[src/rtl/sed_pkg.sv]
`default_nettype none

package sed_pkg;

  // Decoder modes.
  typedef enum logic [2:0] {
    MODE_NORMAL = 3'd0,
    MODE_ESC    = 3'd1,
    MODE_OCT    = 3'd2,
    MODE_HEX    = 3'd3,
    MODE_U4     = 3'd4,
    MODE_U8     = 3'd5
  } mode_t;

  // Error codes carried on every result.
  localparam logic [2:0] ERR_NONE  = 3'd0;
  localparam logic [2:0] ERR_OCT   = 3'd1;
  localparam logic [2:0] ERR_HEX   = 3'd2;
  localparam logic [2:0] ERR_UNI   = 3'd3;
  localparam logic [2:0] ERR_TRUNC = 3'd4;

  // Most results one input byte can produce.
  localparam int unsigned MAX_RES = 4;
  localparam int unsigned NUM_W   = $clog2(MAX_RES + 1);
  localparam int unsigned IDX_W   = $clog2(MAX_RES);

  // Octal and UTF-8 limits.
  localparam logic [31:0] OCT_MAX   = 32'o377;
  localparam logic [31:0] UTF8_LIM1 = 32'h80;
  localparam logic [31:0] UTF8_LIM2 = 32'd2048;
  localparam logic [31:0] UTF8_LIM3 = 32'd65536;
  localparam logic [31:0] UTF8_LIM4 = 32'd1114112;

  // All results of one input byte, moved through the queue as one entry.
  typedef struct packed {
    logic [NUM_W-1:0]           num;
    logic [MAX_RES-1:0][7:0]    data;
    logic [MAX_RES-1:0]         vld;
    logic [MAX_RES-1:0][2:0]    err;
    logic                       last;
  } pkt_t;

  // Queue status seen by the front and back.
  typedef struct packed {
    logic full;
    logic empty;
  } q_stat_t;

  // Appends one result to a packet; an invalid result carries a zero byte.
  function automatic pkt_t pkt_put(pkt_t p, logic [7:0] b, logic v, logic [2:0] e);
    pkt_t q;
    q = p;
    q.data[p.num[IDX_W-1:0]] = v ? b : 8'h00;
    q.vld[p.num[IDX_W-1:0]]  = v;
    q.err[p.num[IDX_W-1:0]]  = e;
    q.num = p.num + NUM_W'(1);
    return q;
  endfunction

endpackage

`default_nettype wire

[src/rtl/string_escape_decoder_core.sv]
// A byte's results are registered in the queue and then in the back's held packet.
// Throughput: one byte per cycle while each byte gives at most one result and out_ready
// is high; a byte with N results sends one per beat; a two-entry queue lets input run ahead.
// Reset: synchronous, active-low rst_n; decoder returns to plain text, queue and output empty.
`default_nettype none

module string_escape_decoder_core
  import sed_pkg::*;
(
  input  wire logic       clk,
  input  wire logic       rst_n,
  input  wire logic       in_valid,
  output logic            in_ready,
  input  wire logic [7:0] in_byte,
  input  wire logic       in_last,
  output logic            out_valid,
  input  wire logic       out_ready,
  output logic [7:0]      out_byte,
  output logic            out_byte_valid,
  output logic [2:0]      out_error_code,
  output logic            out_last
);

  // The front decodes each byte into a packet holding all of its results. Bytes that
  // start or continue an escape and yield nothing push no packet. The back then sends
  // the packet out one result per beat.
  q_stat_t q_stat;
  logic    q_push, q_pop;
  pkt_t    q_wdata, q_rdata;

  sed_front u_front (
    .clk      (clk),
    .rst_n    (rst_n),
    .in_valid (in_valid),
    .in_ready (in_ready),
    .in_byte  (in_byte),
    .in_last  (in_last),
    .q_stat   (q_stat),
    .q_push   (q_push),
    .q_wdata  (q_wdata)
  );

  // Short queue so a multi-byte UTF-8 drain does not stall the scanner at once.
  sed_queue u_queue (
    .clk     (clk),
    .rst_n   (rst_n),
    .q_push  (q_push),
    .q_wdata (q_wdata),
    .q_pop   (q_pop),
    .q_rdata (q_rdata),
    .q_stat  (q_stat)
  );

  sed_back u_back (
    .clk            (clk),
    .rst_n          (rst_n),
    .q_stat         (q_stat),
    .q_rdata        (q_rdata),
    .q_pop          (q_pop),
    .out_valid      (out_valid),
    .out_ready      (out_ready),
    .out_byte       (out_byte),
    .out_byte_valid (out_byte_valid),
    .out_error_code (out_error_code),
    .out_last       (out_last)
  );

`ifndef SYNTHESIS
  // The front must never push into a full queue.
  a_no_overflow: assert property (@(posedge clk) disable iff (!rst_n)
    q_push |-> !q_stat.full) else $error("queue push while full");

  // The back must never pop an empty queue.
  a_no_underflow: assert property (@(posedge clk) disable iff (!rst_n)
    q_pop |-> !q_stat.empty) else $error("queue pop while empty");

  // A pushed packet holds between one and four results.
  a_pkt_size: assert property (@(posedge clk) disable iff (!rst_n)
    q_push |-> (q_wdata.num != '0 && q_wdata.num <= NUM_W'(MAX_RES)))
    else $error("bad packet size");

  // A valid decoded byte always carries error code ERR_NONE.
  a_byte_no_err: assert property (@(posedge clk) disable iff (!rst_n)
    (out_valid && out_byte_valid) |-> (out_error_code == ERR_NONE))
    else $error("valid byte with error code");
`endif

endmodule

`default_nettype wire

[src/rtl/sed_front.sv]
`default_nettype none

module sed_front
  import sed_pkg::*;
(
  input  wire logic       clk,
  input  wire logic       rst_n,
  input  wire logic       in_valid,
  output logic            in_ready,
  input  wire logic [7:0] in_byte,
  input  wire logic       in_last,
  input  wire q_stat_t    q_stat,
  output logic            q_push,
  output pkt_t            q_wdata
);

  localparam logic [7:0] CH_BSLASH = 8'h5C;

  mode_t       mode_r, mode_nxt, f_mode, esc_mode;
  logic [31:0] acc_r, acc_nxt, f_acc, acc_oct, acc_hex;
  logic [3:0]  cnt_r, cnt_nxt, f_cnt, cnt_inc;
  logic [2:0]  err_r, err_nxt, f_err, t_err;
  logic [7:0]  esc_val;
  logic        is_bs, is_oct, is_hex, oct_done, hex_done, accept;
  logic [3:0]  hex_v;
  pkt_t        pkt;

  function automatic logic [4:0] hex_dec(logic [7:0] c);
    logic [4:0] r;
    r = 5'd0;
    if (c >= "0" && c <= "9") begin
      r = {1'b1, 4'(c - "0")};
    end else if (c >= "A" && c <= "F") begin
      r = {1'b1, 4'(c - "A" + 8'd10)};
    end else if (c >= "a" && c <= "f") begin
      r = {1'b1, 4'(c - "a" + 8'd10)};
    end
    return r;
  endfunction

  assign in_ready = !q_stat.full;
  assign accept   = in_valid && in_ready;

  // Classify the incoming byte.
  always_comb begin
    is_bs    = (in_byte == CH_BSLASH);
    is_oct   = (in_byte >= "0") && (in_byte <= "7");
    {is_hex, hex_v} = hex_dec(in_byte);
    acc_oct  = {acc_r[28:0], in_byte[2:0]};
    acc_hex  = {acc_r[27:0], hex_v};
    cnt_inc  = cnt_r + 4'd1;
    oct_done = (cnt_inc == 4'd3);
    hex_done = ((mode_r == MODE_HEX) && (cnt_inc == 4'd2)) ||
               ((mode_r == MODE_U4) && (cnt_inc == 4'd4)) ||
               ((mode_r == MODE_U8) && (cnt_inc == 4'd8));
    esc_mode = MODE_NORMAL;
    esc_val  = in_byte;
    case (in_byte)
      "a":     esc_val = 8'd7;
      "b":     esc_val = 8'd8;
      "f":     esc_val = 8'd12;
      "n":     esc_val = 8'd10;
      "r":     esc_val = 8'd13;
      "t":     esc_val = 8'd9;
      "v":     esc_val = 8'd11;
      "o":     esc_mode = MODE_OCT;
      "x":     esc_mode = MODE_HEX;
      "u":     esc_mode = MODE_U4;
      "U":     esc_mode = MODE_U8;
      default: esc_val = in_byte;
    endcase
  end

  // Next state.
  always_comb begin
    f_mode = mode_r;
    f_acc  = acc_r;
    f_cnt  = cnt_r;
    f_err  = err_r;
    if (err_r == ERR_NONE) begin
      case (mode_r)
        MODE_NORMAL: begin
          if (is_bs) f_mode = MODE_ESC;
        end
        MODE_ESC: begin
          f_acc  = 32'd0;
          f_cnt  = 4'd0;
          f_mode = esc_mode;
        end
        MODE_OCT: begin
          if (is_oct) begin
            f_acc = acc_oct;
            f_cnt = cnt_inc;
            if (oct_done) begin
              f_mode = MODE_NORMAL;
              if (acc_oct > OCT_MAX) f_err = ERR_OCT;
            end
          end else if (cnt_r == 4'd0) begin
            f_err  = ERR_OCT;
            f_mode = MODE_NORMAL;
          end else begin
            f_mode = is_bs ? MODE_ESC : MODE_NORMAL;
          end
        end
        MODE_HEX, MODE_U4, MODE_U8: begin
          if (!is_hex) begin
            f_err  = ERR_HEX;
            f_mode = MODE_NORMAL;
          end else begin
            f_acc = acc_hex;
            f_cnt = cnt_inc;
            if (hex_done) begin
              f_mode = MODE_NORMAL;
              if (mode_r != MODE_HEX && acc_hex >= UTF8_LIM4) f_err = ERR_UNI;
            end
          end
        end
        default: begin
          f_mode = is_bs ? MODE_ESC : MODE_NORMAL;
        end
      endcase
    end

    // Error that an unfinished escape leaves on the final byte.
    t_err = f_err;
    if (f_err == ERR_NONE) begin
      case (f_mode)
        MODE_NORMAL:                t_err = ERR_NONE;
        MODE_ESC:                   t_err = ERR_TRUNC;
        MODE_OCT:                   t_err = (f_cnt == 4'd0) ? ERR_OCT : ERR_NONE;
        MODE_HEX, MODE_U4, MODE_U8: t_err = ERR_HEX;
        default:                    t_err = ERR_NONE;
      endcase
    end

    if (in_last) begin
      mode_nxt = MODE_NORMAL;
      acc_nxt  = 32'd0;
      cnt_nxt  = 4'd0;
      err_nxt  = ERR_NONE;
    end else begin
      mode_nxt = f_mode;
      acc_nxt  = f_acc;
      cnt_nxt  = f_cnt;
      err_nxt  = f_err;
    end
  end

  // Results of this byte.
  always_comb begin
    pkt = '0;
    if (err_r == ERR_NONE) begin
      case (mode_r)
        MODE_NORMAL: begin
          if (!is_bs) pkt = pkt_put(pkt, in_byte, 1'b1, ERR_NONE);
        end
        MODE_ESC: begin
          if (esc_mode == MODE_NORMAL) pkt = pkt_put(pkt, esc_val, 1'b1, ERR_NONE);
        end
        MODE_OCT: begin
          if (is_oct) begin
            if (oct_done) begin
              if (acc_oct > OCT_MAX) pkt = pkt_put(pkt, 8'h00, 1'b0, ERR_OCT);
              else pkt = pkt_put(pkt, acc_oct[7:0], 1'b1, ERR_NONE);
            end
          end else if (cnt_r == 4'd0) begin
            pkt = pkt_put(pkt, 8'h00, 1'b0, ERR_OCT);
          end else begin
            pkt = pkt_put(pkt, acc_r[7:0], 1'b1, ERR_NONE);
            if (!is_bs) pkt = pkt_put(pkt, in_byte, 1'b1, ERR_NONE);
          end
        end
        MODE_HEX, MODE_U4, MODE_U8: begin
          if (!is_hex) begin
            pkt = pkt_put(pkt, 8'h00, 1'b0, ERR_HEX);
          end else if (hex_done) begin
            if (mode_r == MODE_HEX) begin
              pkt = pkt_put(pkt, acc_hex[7:0], 1'b1, ERR_NONE);
            end else if (acc_hex < UTF8_LIM1) begin
              pkt = pkt_put(pkt, acc_hex[7:0], 1'b1, ERR_NONE);
            end else if (acc_hex < UTF8_LIM2) begin
              pkt = pkt_put(pkt, {3'b110, acc_hex[10:6]}, 1'b1, ERR_NONE);
              pkt = pkt_put(pkt, {2'b10, acc_hex[5:0]}, 1'b1, ERR_NONE);
            end else if (acc_hex < UTF8_LIM3) begin
              pkt = pkt_put(pkt, {4'b1110, acc_hex[15:12]}, 1'b1, ERR_NONE);
              pkt = pkt_put(pkt, {2'b10, acc_hex[11:6]}, 1'b1, ERR_NONE);
              pkt = pkt_put(pkt, {2'b10, acc_hex[5:0]}, 1'b1, ERR_NONE);
            end else if (acc_hex < UTF8_LIM4) begin
              pkt = pkt_put(pkt, {5'b11110, acc_hex[20:18]}, 1'b1, ERR_NONE);
              pkt = pkt_put(pkt, {2'b10, acc_hex[17:12]}, 1'b1, ERR_NONE);
              pkt = pkt_put(pkt, {2'b10, acc_hex[11:6]}, 1'b1, ERR_NONE);
              pkt = pkt_put(pkt, {2'b10, acc_hex[5:0]}, 1'b1, ERR_NONE);
            end else begin
              pkt = pkt_put(pkt, 8'h00, 1'b0, ERR_UNI);
            end
          end
        end
        default: begin
          if (!is_bs) pkt = pkt_put(pkt, in_byte, 1'b1, ERR_NONE);
        end
      endcase
    end

    if (in_last) begin
      if (f_err == ERR_NONE && f_mode == MODE_OCT && f_cnt != 4'd0) begin
        pkt = pkt_put(pkt, f_acc[7:0], 1'b1, ERR_NONE);
      end else if (f_err == ERR_NONE && t_err != ERR_NONE) begin
        pkt = pkt_put(pkt, 8'h00, 1'b0, t_err);
      end
      if (pkt.num == '0) pkt = pkt_put(pkt, 8'h00, 1'b0, t_err);
      pkt.last = 1'b1;
    end
  end

  assign q_push  = accept && (pkt.num != '0);
  assign q_wdata = pkt;

  always_ff @(posedge clk) begin
    if (!rst_n) begin
      mode_r <= MODE_NORMAL;
      acc_r  <= 32'd0;
      cnt_r  <= 4'd0;
      err_r  <= ERR_NONE;
    end else if (accept) begin
      mode_r <= mode_nxt;
      acc_r  <= acc_nxt;
      cnt_r  <= cnt_nxt;
      err_r  <= err_nxt;
    end
  end

endmodule

`default_nettype wire

[src/rtl/sed_queue.sv]
`default_nettype none

module sed_queue
  import sed_pkg::*;
(
  input  wire logic clk,
  input  wire logic rst_n,
  input  wire logic q_push,
  input  wire pkt_t q_wdata,
  input  wire logic q_pop,
  output pkt_t      q_rdata,
  output q_stat_t   q_stat
);

  // Two-entry queue of packets.
  pkt_t       mem_r [2];
  logic       wr_ptr_r, rd_ptr_r;
  logic [1:0] count_r, count_nxt;

  assign q_rdata      = mem_r[rd_ptr_r];
  assign q_stat.full  = (count_r == 2'd2);
  assign q_stat.empty = (count_r == 2'd0);

  always_comb begin
    count_nxt = count_r;
    if (q_push && !q_pop) count_nxt = count_r + 2'd1;
    else if (!q_push && q_pop) count_nxt = count_r - 2'd1;
  end

  always_ff @(posedge clk) begin
    if (q_push) mem_r[wr_ptr_r] <= q_wdata;
  end

  always_ff @(posedge clk) begin
    if (!rst_n) begin
      wr_ptr_r <= 1'b0;
      rd_ptr_r <= 1'b0;
      count_r  <= 2'd0;
    end else begin
      if (q_push) wr_ptr_r <= !wr_ptr_r;
      if (q_pop) rd_ptr_r <= !rd_ptr_r;
      count_r <= count_nxt;
    end
  end

endmodule

`default_nettype wire

[src/rtl/sed_back.sv]
`default_nettype none

module sed_back
  import sed_pkg::*;
(
  input  wire logic       clk,
  input  wire logic       rst_n,
  input  wire q_stat_t    q_stat,
  input  wire pkt_t       q_rdata,
  output logic            q_pop,
  output logic            out_valid,
  input  wire logic       out_ready,
  output logic [7:0]      out_byte,
  output logic            out_byte_valid,
  output logic [2:0]      out_error_code,
  output logic            out_last
);

  pkt_t             cur_r;
  logic [IDX_W-1:0] idx_r;
  logic             busy_r;
  logic             at_end, fin, load;

  // Results leave one per beat from the held packet.
  assign at_end = ({1'b0, idx_r} + NUM_W'(1)) == cur_r.num;
  assign fin    = busy_r && out_ready && at_end;
  assign load   = !q_stat.empty && (!busy_r || fin);
  assign q_pop  = load;

  assign out_valid      = busy_r;
  assign out_byte       = cur_r.data[idx_r];
  assign out_byte_valid = cur_r.vld[idx_r];
  assign out_error_code = cur_r.err[idx_r];
  assign out_last       = cur_r.last && at_end;

  always_ff @(posedge clk) begin
    if (load) cur_r <= q_rdata;
  end

  always_ff @(posedge clk) begin
    if (!rst_n) begin
      busy_r <= 1'b0;
      idx_r  <= '0;
    end else if (load) begin
      busy_r <= 1'b1;
      idx_r  <= '0;
    end else if (fin) begin
      busy_r <= 1'b0;
    end else if (busy_r && out_ready) begin
      idx_r <= idx_r + IDX_W'(1);
    end
  end

endmodule

`default_nettype wire
[config.mk]
export PLATFORM = sky130hd
export DESIGN_NAME = string_escape_decoder_core
export DESIGN_NICKNAME = d
export VERILOG_FILES = /design/src/rtl/sed_pkg.sv /design/src/rtl/string_escape_decoder_core.sv /design/src/rtl/sed_front.sv /design/src/rtl/sed_queue.sv /design/src/rtl/sed_back.sv
export SDC_FILE = /design/constraint.sdc
export NUM_CORES = 1
export LEC_CHECK = 0
export CAP_MARGIN = 15
export CORE_UTILIZATION = 40
export DETAILED_ROUTE_END_ITERATION = 6
export DONT_BUFFER_PORTS = 1
export GPL_TIMING_DRIVEN = 0
export HOLD_SLACK_MARGIN = 0.08
export SETUP_SLACK_MARGIN = 0.5
export SLEW_MARGIN = 20
export SYNTH_ARGS = -nofsm -noshare
export SYNTH_HDL_FRONTEND = slang
export SYNTH_SLANG_ARGS = --single-unit
[constraint.sdc]
create_clock -name clk -period 15.65 [get_ports clk]
set_input_delay 3.13 -clock clk [delete_from_list [all_inputs] [get_ports clk]]
set_output_delay 3.13 -clock clk [all_outputs]
set_load 0.03 [all_outputs]
# Word level (Yosys, flattened, before mapping)
# Memory sizes are Yosys's and may differ from the RTL's. A register that Yosys moved wholly into a read port is not among the register bits.
# Index checks and enable logic that the tools add are counted.
# totals
rom_bits	0
word_cells	222
ramBits	104
latch_bits	0
memories	1
register_bits	46
output_inout_bits	15
in_bits	13
# memory_table
memory	depth	width	rd	rd_ports_with_merged_regs	wr	line_no	rtl
u_queue.mem_r	2	52	1	1	1	sed_queue.sv:16	pkt_t mem_r [2];
# classes
n_eq_ne	31
div_mod_pow	0
shift	0
mul	0
add_sub_neg	12
mux	86
reduce_logical	51
order_cmp	18
n_bitwise	13
# ops
op	n
52-bit two-way mux	16
52-bit one-hot mux with 3 select lines	1
29-bit two-way mux	4
50-bit two-way mux	2
8-bit by 7-bit == test with 1-bit output (second input constant)	12
29-bit one-hot mux with 3 select lines	1
32-bit bitwise AND	2
32-bit inverter	2
3-bit two-way mux	21
8-bit one-hot mux with 7 select lines	1
51-bit two-way mux	1
32-bit bitwise mux	1
8-bit demux with 2-bit select	2
32-bit by 21-bit greater-or-equal comparator with 1-bit output (second input constant)	1
32-bit by 8-bit greater-than comparator with 1-bit output (second input constant)	1
32-bit by 12-bit less-than comparator with 1-bit output (second input constant)	1
32-bit by 17-bit less-than comparator with 1-bit output (second input constant)	1
32-bit by 21-bit less-than comparator with 1-bit output (second input constant)	1
32-bit by 8-bit less-than comparator with 1-bit output (second input constant)	1
25-bit two-way mux	1
12-bit bitwise mux	2
8-bit two-way mux	3
3-bit one-hot mux with 4 select lines	2
1-bit logical AND	21
other kinds (52)	110

# Logic depth before layout (Yosys ltp)
# depth
ltp_word	38
mapped_depth	24
mapped_depth_nobuf	22

# Modules after synthesis
# From an unflattened synthesis, not the netlist that was laid out.
# unflattened
cells_unflattened	970
hier_area_um2	10951.8
# by_module_without_submodules
module	seq_area_each_um2	cells_each	instances	area_each_um2
sed_front	780.7	701	1	4888.4
sed_queue	3223.1	184	1	3970.1
sed_back	1621.6	85	1	2093.3

# Worst setup path before layout
# No wires, ideal clock.
# synth_timing
path_type	input -> register
start	input in_byte[0]
end	memory u_queue.mem_r[0][0] in the netlist's numbering, enable pin
path_buffers	2
arrival_time_ps	9372
slack_ps	5810
t_required_ps	15182
stages	21
setup_ps	468
cell_sequence	clkbuf_1 inv_1 ha_1 o21bai_1 a2111oi_4 a21o_1 buf_2 o21ai_2 a221oi_1 and3_1 o31a_1 nor2_1 a21o_1 inv_1 ha_1 nand2b_1 a21boi_0 a211o_1 xor2_1 o31a_1 nor2b_1
# synth_rtl
item	line_no	rtl
from (decl)	string_escape_decoder_core.sv:14	input wire logic [7:0] in_byte,
to (decl)	sed_queue.sv:16	

==> metrics.md <==
| Metric | Value |
|---|---|
| Final worst path period need | `8.868 ns` |
| Total Power | `0.001644 W` |
| Comb pwr share | `20.0%` |
| Worst path max stage delay | `0.66 ns` |
| Routed wire per std cell | `21.71 um` |
| Primary FF master, synth | `edfxtp_1` |
| Initial antenna violation count | `0` |
| Hold path startpoint | `u_front.acc_r[26]` |
| I/O Buffers | `0` |
| Register clock-pin slew on the reported worst setup and hold paths | `0.06 ns` |
| Largest net degree at the start of global routing | `between 40 and 50` |
| Most frequent cells in the layout | `edfxtp_1, nand2_1, a21oi_1` |
| Chip width | `about 170 um` |
| Number of global-route vias before repair | `8121` |
| TNS Setup | `0 ns` |
| Maximum vdd drop | `0.09617 mV` |
| Vias | `8457` |
| Resize count post-CTS | `0` |
| Routed Antenna Nets | `0` |
| Avg Cell Area, Syn | `approximately 11 um^2` |
| Initial DRC count | `822` |
| Post-synth ARST share | `0%` |
| Internal power | `roughly 0.0012 W` |
| #FFs+latches synth | `202` |
| Seq/Total Area, Yosys | `50.71%` |
| Clock buffer depth | `3` |
| Max Cap Viol | `0` |
| CP Class | `input pin to register` |
| Gr usage total | `21.68%` |
| Starting Density | `between 40% and 50%` |
| Slew @ Worst Pin | `between 0.9 and 1 ns` |
| Crit. End Element | `register` |
| Switch Pwr | `0.0004442 W` |
| Critical Path Start | `in_byte[0]` |
| Pwr dens | `132.3 nW/um^2` |
| F_max | `112.8 MHz` |
| Commonest non-fill, non-tap cell in the layout | `edfxtp_1` |
| Die H | `between 150 and 200 um` |
| Clk_lat worst skew | `about 0.54 ns` |
| H-tree lvl count | `1` |
| Fillers | `2550` |
| Clock share of power | `34.5%` |
| YS warnings | `0` |
| Flop pwr share | `a little under half` |
| Critical path cell sequence | `clkbuf_1 -> inv_1 -> ha_1 -> o21bai_1 -> a2111oi_4 -> a21oi_1 -> buf_2 -> o21bai_1 -> a221oi_1 -> and3_1 -> o31a_1 -> nor2_1 -> a21o_1 -> inv_1 -> ha_1 -> nand2b_1 -> a21boi_0 -> a211o_1 -> xor2_1 -> o31a_1 -> nor2b_4 -> buf_16 -> buf_12` |
| Top Ports | `28` |
| Max FO, Critical Path | `25` |
| Final Slew Violations | `0` |
| CTS tree | `built` |
| Cell count after synthesis | `approximately 1000` |
| Post-Route WL | `roughly 30000 um` |
| Yosys cell types | `82` |
| Worst min path class | `register to register` |
| Row Count | `60` |
| Critical Path AT | `9.08 ns` |
| Postcts setup bufs | `0` |
| Status | `finished clean` |
| RSZ-0062 raised after global routing | `false` |
| Startpoint types | `input pin` |
| Hold WS | `0.4643 ns` |
| Switching Share | `27.03%` |
| GR Overflow Total | `0` |
| LEAKAGE | `4.082 nW` |
| First-pass GRT wire length | `47350 um` |
| CTS Root Cell | `clkbuf_16` |
| Synth Net Count | `1065` |
| Worst EP required | `15.87 ns` |
| RR Startpoint | `u_front.err_r[2]` |
| CTS Sinks | `202` |
| Detail Placement HPWL | `22430 um` |
| Mapped Area | `11050 um^2` |
| Die area | `28300 um^2` |
| Fin crit share | `56.67%` |
| Max Clock Skew | `0.02580 ns` |
| Final setup viols | `0` |
| Synth-to-layout area growth | `12.42%` |
| Core Footprint | `27030 um^2` |
| Post-synth EDFFs | `roughly 160` |
| CTS Hold Bufs | `0` |
| Final Wtd Congestion | `0.9804` |
| Slew HR | `33.04%` |
| Ant. Diodes | `0` |
| Total CTS buffers | `24` |
| Final Hold Fails | `0` |
| DRC viols | `0` |
| Layout cells sized above 1 | `13.07%` |
| Nets@finish | `about 1100` |
| Max stage delay cell, worst path | `a221oi_1` |
| Pre-Repair DR Iteration Count | `5` |
| Drt via density | `about 6.0` |
## state kept, by name, summed over array words and instances, names as in the netlist
register / count
u_back.idx_r: 2
u_queue.count_r: 2
u_front.acc_r: 29
u_back.cur_r: 52
u_back.out_valid: 1
u_queue.wr_ptr_r: 1
u_queue.mem_r: 104
u_queue.rd_ptr_r: 1
u_front.cnt_r: 4
u_front.mode_r: 3
u_front.err_r: 3
## final timing paths
| check | to | slack (ns) | depth (start not counted) |
|---|---|---|---|
| hold / removal | u_front.acc_r[26] | 0.46 | 2 |
| setup reg to reg | u_queue.mem_r[0][30] | 9.40 | 19 |
| hold reg to reg | u_front.acc_r[26] | 0.46 | 2 |
| setup / recovery | u_queue.mem_r[0][30] | 6.78 | 23 |
## synth_stat cells (5+ instances only)
library cell	n	area (um^2)
nand2_1	97	364.1
mux2i_1	8	80.08
xnor2_1	5	43.79
a211oi_1	12	90.09
o21ai_1	5	25.02
o22ai_1	10	62.56
a21oi_1	77	385.4
inv_1	20	75.07
xor2_1	5	43.79
o221ai_1	5	43.79
mux4_2	13	292.8
nand3_1	34	170.2
nand2b_1	16	100.1
a22oi_1	30	225.2
buf_1	9	33.78
nor2_1	72	270.3
o31a_1	5	43.79
buf_2	8	40.04
o21ai_0	36	180.2
nand3b_1	5	37.54
nor2b_1	23	143.9
a31oi_1	12	75.07
mux2_2	53	596.8
and3_1	10	62.56
a21boi_0	26	195.2
clkbuf_1	52	195.2
nor3_1	18	90.09
and2_1	11	68.82
edfxtp_1	156	4684
dfxtp_1	46	920.9
a22o_1	27	236.5
nor4_1	11	68.82
a21o_1	11	82.58
ha_1	21	262.8
## critical path: cells and delay by family
kind                       cells  cell delay (ns)
AOI/OAI and AO/OA             10             2.93
xor gates and xnor gates       1             0.28
buffers and inverters          6             1.41
and+or+nand+nor                4             0.80
adders and majority gates      2             0.50
## power groups by stage
| stage | Sequential, W | Combinational [W] | Clock, W |
|---|---|---|---|
| after floorplan | 0.000756 | 0.000242 | 0 |
| after global placement | 0.000768 | 0.000306 | 0 |
| after detailed placement | 0.000759 | 0.000335 | 0 |
| after CTS | 0.000748 | 0.000336 | 0.000578 |
| after global routing | 0.000757 | 0.000356 | 0.000596 |
| final | 0.000747 | 0.000329 | 0.000567 |
## cell type report
type,instances,area (um^2),share of cell area [%]
plain buffers,70,277.8,2.235
clock buffers,29,619.3,4.984
clock inverters,14,186.4,1.500
inverters,21,78.83,0.6343
multi-input cells,738,5117,41.18
flip-flops and latches,202,5605,45.11
well taps,341,426.7,3.433
repair buffers,5,115.1,0.9263
## metrics by stage
stage                     cell area [um^2]  util, %  setup slack (ns)  std cells
after floorplan                      11050        -             5.810       1031
after global placement               11480    42.48             3.235       1372
after detailed placement             11620    42.99             6.330       1377
after CTS                            12420    45.97             6.865       1420
after global routing                 12430    45.98             6.489       1420
final                                12430    45.98             6.782       1420
## layer usage
metal	share of wire (%)	track usage, %
met1	44	29.02
met2	46	35.27
met3	6.6	3.738
met4	3.4	7.866
met5	0	0
## logic make-up after synthesis
family | after synthesis | synth area share (%)
adders and majority gates | 21 | 2.377
DFF | 202 | 50.71
buffers and inverters | 91 | 3.214
xor gates and xnor gates | 10 | 0.7923
and+or+nand+nor | 330 | 14.94
muxes | 74 | 8.772
AOI/OAI and AO/OA | 303 | 19.20
Note: power is estimated with default switching activity, not from simulation.
